==> config.mk <==
export PLATFORM = sky130hd
export DESIGN_NAME = gnse_ctrl
export DESIGN_NICKNAME = d
export VERILOG_FILES = /design/src/rtl/gnse_pkg.sv /design/src/rtl/gnse_ctrl.sv
export SDC_FILE = /design/constraint.sdc
export NUM_CORES = 1
export LEC_CHECK = 0
export BUFFER_PORTS_ARGS = -buffer_cell sky130_fd_sc_hd__buf_2
export CORE_AREA = 10 10 51 53
export CTS_BUF_LIST = sky130_fd_sc_hd__clkbuf_16
export DETAILED_ROUTE_END_ITERATION = 12
export DIE_AREA = 0 0 61 63
export GPL_TIMING_DRIVEN = 0
export PLACE_DENSITY = 0.78
export SETUP_SLACK_MARGIN = 0.4
export SYNTH_ARGS = -nofsm -noshare
export SYNTH_HDL_FRONTEND = slang
export SYNTH_SLANG_ARGS = --single-unit
==> constraint.sdc <==
create_clock -name clk -period 1.8 [get_ports clk]
set_input_delay 0 -clock clk [delete_from_list [all_inputs] [get_ports clk]]
set_output_delay 0 -clock clk [all_outputs]
set_load 0.02 [all_outputs]
==> src/rtl/gnse_pkg.sv <==
// shared widths, command codes and controller/datapath types of the gate netlist step engine
`default_nettype none

package gnse_pkg;

    // field widths
    localparam int ID_W    = 12;
    localparam int KIND_W  = 5;
    localparam int CMD_W   = 2;
    localparam int CFG_W   = 11;
    localparam int GCNT_W  = 12;
    localparam int PIN_N   = 7;

    // command codes
    localparam logic [CMD_W-1:0] CMD_LOAD = 2'd0;
    localparam logic [CMD_W-1:0] CMD_SET  = 2'd1;
    localparam logic [CMD_W-1:0] CMD_READ = 2'd2;
    localparam logic [CMD_W-1:0] CMD_STEP = 2'd3;

    // pin pair read together during gate evaluation
    localparam logic [1:0] PAIR_LO  = 2'd0;
    localparam logic [1:0] PAIR_MID = 2'd1;
    localparam logic [1:0] PAIR_HI  = 2'd2;

    typedef logic [PIN_N-1:0][ID_W-1:0] pin_vec_t;

    // one gate table entry
    typedef struct packed {
        logic [KIND_W-1:0] kind;
        pin_vec_t          pin;
    } gate_t;

    // controller to datapath
    typedef struct packed {
        logic       latch_in;
        logic       load_gate;
        logic       set_wire;
        logic       rd_wire;
        logic       clr_wr;
        logic       fetch;
        logic       pin_rd;
        logic [1:0] pin_pair;
        logic       cap_lo;
        logic       cap_hi;
        logic       eval;
        logic       out_wr;
        logic [1:0] out_sel;
        logic       gate_next;
        logic       res_load;
    } dp_cmd_t;

    // datapath to controller
    typedef struct packed {
        logic clr_last;
        logic gate_any;
        logic gate_last;
        logic wr_more;
    } dp_stat_t;

endpackage

`default_nettype wire

==> src/rtl/gnse_ctrl.sv <==
// controller: command sequencing, gate walk sequencing and response valid
`default_nettype none

module gnse_ctrl (
    input  wire logic                       clk,
    input  wire logic                       rst_n,
    input  wire logic                       item_valid,
    input  wire logic [gnse_pkg::CMD_W-1:0] item_cmd,
    output logic                            item_ready,
    output logic                            res_valid,
    input  wire logic                       res_ready,
    input  wire gnse_pkg::dp_stat_t         stat,
    output gnse_pkg::dp_cmd_t               cmd
);

    localparam logic [3:0] ST_CLEAR  = 4'd0;
    localparam logic [3:0] ST_IDLE   = 4'd1;
    localparam logic [3:0] ST_LOAD   = 4'd2;
    localparam logic [3:0] ST_SET    = 4'd3;
    localparam logic [3:0] ST_READ   = 4'd4;
    localparam logic [3:0] ST_FETCH  = 4'd5;
    localparam logic [3:0] ST_RD0    = 4'd6;
    localparam logic [3:0] ST_RD1    = 4'd7;
    localparam logic [3:0] ST_RD2    = 4'd8;
    localparam logic [3:0] ST_EVAL   = 4'd9;
    localparam logic [3:0] ST_WRITE  = 4'd10;
    localparam logic [3:0] ST_FINISH = 4'd11;

    logic [3:0] state_reg;
    logic [3:0] state_next;
    logic [1:0] wr_sel_reg;
    logic [1:0] wr_sel_next;
    logic       res_valid_reg;
    logic       res_valid_next;

    // next state and datapath commands
    always_comb
    begin
        state_next     = state_reg;
        wr_sel_next    = wr_sel_reg;
        res_valid_next = res_valid_reg & ~res_ready;
        cmd            = '0;
        case (state_reg)
            ST_CLEAR:
            begin
                cmd.clr_wr = 1'b1;
                if (stat.clr_last)
                begin
                    state_next = ST_IDLE;
                end
            end
            ST_IDLE:
            begin
                if (item_valid)
                begin
                    cmd.latch_in = 1'b1;
                    case (item_cmd)
                        gnse_pkg::CMD_LOAD: state_next = ST_LOAD;
                        gnse_pkg::CMD_SET:  state_next = ST_SET;
                        gnse_pkg::CMD_READ: state_next = ST_READ;
                        gnse_pkg::CMD_STEP: state_next = stat.gate_any ? ST_FETCH : ST_FINISH;
                        default:            state_next = ST_FINISH;
                    endcase
                end
            end
            ST_LOAD:
            begin
                cmd.load_gate = 1'b1;
                state_next    = ST_FINISH;
            end
            ST_SET:
            begin
                cmd.set_wire = 1'b1;
                state_next   = ST_FINISH;
            end
            ST_READ:
            begin
                cmd.rd_wire = 1'b1;
                state_next  = ST_FINISH;
            end
            ST_FETCH:
            begin
                cmd.fetch  = 1'b1;
                state_next = ST_RD0;
            end
            ST_RD0:
            begin
                cmd.pin_rd   = 1'b1;
                cmd.pin_pair = gnse_pkg::PAIR_LO;
                state_next   = ST_RD1;
            end
            ST_RD1:
            begin
                cmd.cap_lo   = 1'b1;
                cmd.pin_rd   = 1'b1;
                cmd.pin_pair = gnse_pkg::PAIR_MID;
                state_next   = ST_RD2;
            end
            ST_RD2:
            begin
                cmd.cap_hi   = 1'b1;
                cmd.pin_rd   = 1'b1;
                cmd.pin_pair = gnse_pkg::PAIR_HI;
                state_next   = ST_EVAL;
            end
            ST_EVAL:
            begin
                cmd.eval    = 1'b1;
                wr_sel_next = 2'd0;
                state_next  = ST_WRITE;
            end
            ST_WRITE:
            begin
                cmd.out_wr  = 1'b1;
                cmd.out_sel = wr_sel_reg;
                if (stat.wr_more)
                begin
                    wr_sel_next = wr_sel_reg + 2'd1;
                end
                else
                begin
                    cmd.gate_next = 1'b1;
                    state_next    = stat.gate_last ? ST_FINISH : ST_FETCH;
                end
            end
            ST_FINISH:
            begin
                if (!res_valid_reg || res_ready)
                begin
                    cmd.res_load   = 1'b1;
                    res_valid_next = 1'b1;
                    state_next     = ST_IDLE;
                end
            end
            default:
            begin
                state_next = ST_IDLE;
            end
        endcase
    end

    // state registers
    always_ff @(posedge clk or negedge rst_n)
    begin
        if (!rst_n)
        begin
            state_reg     <= ST_CLEAR;
            wr_sel_reg    <= 2'd0;
            res_valid_reg <= 1'b0;
        end
        else
        begin
            state_reg     <= state_next;
            wr_sel_reg    <= wr_sel_next;
            res_valid_reg <= res_valid_next;
        end
    end

    assign item_ready = (state_reg == ST_IDLE);
    assign res_valid  = res_valid_reg;

endmodule

`default_nettype wire

# Yosys cells after proc, flatten, opt, wreduce, memory -nomap -nowiden
# Index checks and enable logic that the tools add are counted.
# totals
regBits,7
output_inout_bits,19
wordCells,60
# classes
addsub,1
n_eq_ne,19
mux,27
n_bitwise,2
n_reduce_logical,8
# op_table
cell,n
case mux 4 bit (10 select lines),1
2-to-1 mux 4 bit,7
equality test 4 x 3 -> 1 bit (second input constant),4
equality test 4 bit (second input constant),4
case mux 4 bit (4 select lines),1
2-to-1 mux 1 bit,15
inequality test 2 bit (second input constant),5
case mux 3 bit (3 select lines),1
equality test 4 x 2 -> 1 bit (second input constant),2
equality test 2 bit (second input constant),2
equality test 4 x 1 -> 1 bit (second input constant),1
zero test 4 bit,1
case mux 2 bit (2 select lines),1
AND reduction 4 bit,1
OR reduction 3 bit,1
adder 2 x 1 -> 2 bit (second input constant),1
equality test 2 x 1 -> 1 bit (second input constant),1
zero test 2 bit,1
2-to-1 mux 2 bit,1
AND reduction 2 bit,1
nonzero test 2 bit,1
bitwise AND 1 bit,1
zero test 1 bit,1
logical OR 1 bit,1
inverter 1 bit,1

# Longest topological paths before layout
# depth
word_depth,4
depth_mapped,5
ltp_nobuf,4

# Least setup slack after synthesis
# OpenSTA, ideal clock, no wires.
# synth_path
kind,reg-to-reg
from,register state_reg[1]
to,register state_reg[3]
setup_time_ns,0.077
arrival_time_ns,1.762
path_slack_ns,-0.039
stages_incl_launch_ff,5
n_path_buf,0
path_cell_list,dfrtp_1 > nor4b_1 > a2111oi_2 > nor4b_2 > o21ai_1
# synth_via
elab_chain_len,3
elab_cells_between_ends,19
cone_classes,eq/ne: 15; mux: 1; reduce/logical: 3
# synth_rtl
element,line,rtl
"start, declared",gnse_ctrl.sv:29,logic [3:0] state_reg;
"start signal, assigned",gnse_ctrl.sv:153,state_reg <= state_next;
equality test 4 x 3 -> 1 bit (tied with other cells),gnse_ctrl.sv:43,case (state_reg)
OR reduction 3 bit (no source line) or inequality test 2 bit (tied branches),n/a,
case mux 4 bit (10 select lines) or AND reduction 4 bit (tied branches),n/a,
# Several ways; a longest one is shown, not always the timed one.
# A chain may end at the register's enable or synchronous reset.

# Final worst setup path
# layout_path
from,register state_reg[3]
to,register state_reg[3]
# The elaborated chain is that of the path after synthesis.

==> out/qor.csv <==
metric,value,unit
initial antenna violation count,0,
root buffer cell,clkbuf_16,
final hold slack,73.72,ps
Worst VDD drop,0.0008729,V
critical setup path kind,flop to flop,
"Net Count, Synth",85,
P&R area growth vs syn,63.19,%
Min-Delay Path Class,input port to flop,
"Clk Latency, worst-skew pair",240,ps
Largest register FFs,4,
Slew headroom,74.92,%
Internal,1.111,mW
Slew Limit Fails,0,
"worst slack, placed",243.8,ps
Final Core Density,62.80,%
die area,3843,um^2
Storage cell area,176.4,um^2
Avg Vias per Cell,5.574,
Clock transition at path regs,40,ps
synth unique cells,36,
Critical Path RT,1910,ps
Final Non-Filler Cells,129,
# diodes,0,
ANT nets after route,0,
Reg power frac,16.1,%
Via Count,719,
vias in the first global route,700,
Multi-input gate area,461.7,um^2
Die W,61,um
Leak,0.4975,nW
Fin Clk Skew,3.958,ps
Synth async-reset ratio,100.0,%
total power,1.996,mW
most common cell in the netlist,dfrtp_1,
DRC Markers,0,
Final Cell Area,1037,um^2
share of the synthesized area in the top cell type,27.56,%
most frequent cells after synthesis,"7 x dfrtp_1, 6 x nor2_1, 5 x nand2b_1",
initial DRC count,33,
RSZ-0062 raised after global routing,yes,
Synth area leaders,"dfrtp_1 28%, nand2b_1 4.9%, buf_4 3.5%, buf_6 3.5%, nor2_1 3.5%",
Synth Area per Inst,8.475,um^2
Synth Register Bits,7,
Core Region,1652,um^2
io pins,29,
Mapped Cells,75,
CTS Sinks,7,
worst hold path depth,3,
nets@finish,123,
Final Setup Violations,0,
Max clock buf depth,2,
DIE HEIGHT,63,um
dpl cells,120,
row count,15,
outcome,finished clean,
Starting Density,38.48,%
Post-DP Area,809.5,um^2
crit share post-route,82.89,%
Setup WS post-layout,308.0,ps
Filler Cell Count,144,
first-pass GRT wire length,3201,um
CTS tree,yes,
Tot GR Track Use,10.84,%
H-tree levels,1,
WL final,2149,um
"Seq/Total Area, Yosys",27.56,%
Crit. End Element,flop,
share of cells above drive strength 1,51.79,%
Reg2Reg Depth,5,
post-layout minimum cycle time,1492,ps
Syn. warnings,0,
max-cap violations,0,
Power per Cell Area,1925,nW/um^2
GP Congestion,0.7593,
"Hold Violations, Final",0,
Syn Std Cell Area,635.6,um^2
combinational share of power,64.7,%
hpwl dp,1408,um
Net Sw Frac,44.36,%
commonest register cell after synthesis,dfrtp_1,
I/O Buffers,28,
largest net degree at the start of global routing,11,
crit path max fanout,7,
final setup TNS,0,ps
clock power share,19.2,%
gr ovfl total,0,
f_max,670.2,MHz
worst path arrival time,1600,ps
Startpoint Class,flop,
Post-synth EDFFs,0,
sw power,0.8855,mW
Num CTS Buffers,3,
routed len/inst,16.66,um
first-pass detailed-route iteration total,4,
dominant cell type by area after synthesis,dfrtp_1,
Worst Tran Pin Value,375.2,ps
-- power groups by stage --
stage	clock [mW]	combinational, mW	sequential [mW]
floorplan	0	0.795	0.304
global placement	0	1.03	0.304
detailed placement	0	1.05	0.311
CTS	0.386	1.19	0.315
global route	0.394	1.38	0.336
finish	0.382	1.29	0.322
-- routing by layer --
metal	vias to the layer above	global-route usage (%)	routed length, um
met2	31	16.96	1076
li1	345	-	-
met3	4	3.862	162
met4	0	5.769	43
met1	339	12.17	867
met5	-	0	0
-- area by class of cell --
cell class              instances  area share [%]
clock inverters                 1          0.3619
flip-flops and latches          7           17.01
well taps                      17           2.051
clock buffers                   3           7.238
repair buffers                 33           20.51
inverters                       4           1.448
multi-input cells              57           44.51
plain buffers                   7           6.876
-- worst paths after layout --
kind / start / end / slack [ps]
setup / recovery: state_reg[3]$_DFFE_PN0P_ / state_reg[3]$_DFFE_PN0P_ / 310
hold / removal: stat[0] / wr_sel_reg[0]$_DFFE_PN0P_ / 70
setup reg to reg: state_reg[3]$_DFFE_PN0P_ / state_reg[3]$_DFFE_PN0P_ / 310
hold reg to reg: wr_sel_reg[0]$_DFFE_PN0P_ / wr_sel_reg[0]$_DFFE_PN0P_ / 540
max in group asynchronous: rst_n / state_reg[0]$_DFFE_PN0P_ / 1500
min in group asynchronous: rst_n / res_valid$_DFF_PN0_ / 130
-- cells in the final DEF (no fill, tap or decap), types with 2 or more instances in the layout --
master / instances
nor2_1: 5
nor3_1: 3
buf_4: 8
buf_6: 8
and2_4: 2
nand2b_1: 4
nor4b_2: 2
nand2_1: 2
o21bai_1: 2
mux2i_1: 2
buf_2: 21
o21ai_1: 2
clkbuf_16: 3
o21ai_0: 3
and3_1: 2
inv_1: 5
dfrtp_1: 6
a21oi_1: 4
-- repair_timing --
item | 4_1_cts | 5_1_grt
setup buffers | 2 | 2
hold buffers | 1 | 0
pin swaps | 2 | 4
resized for setup | 16 | 13
endpoints found under the setup margin | 11 | 16
endpoints found under the hold margin | 7 | 0
-- cells by family (layout without fill, tap and decap cells) --
logic type,Yosys count,after routing,share of synthesized area [%]
buffers and inverters,11,48,10.63
and+or+nand+nor,35,35,36.03
muxes,2,2,3.150
DFF,7,7,27.56
xor gates and xnor gates,1,1,1.378
AOI/OAI and AO/OA,19,19,21.26
-- critical path, cell delays in order (launching register included) --
cell,delay [ps]
dfrtp_1,410
buf_6,160
and4bb_4,230
a2111oi_4,210
nor4b_2,260
o21ai_1,100
Note: power is estimated with default switching activity, not from simulation.
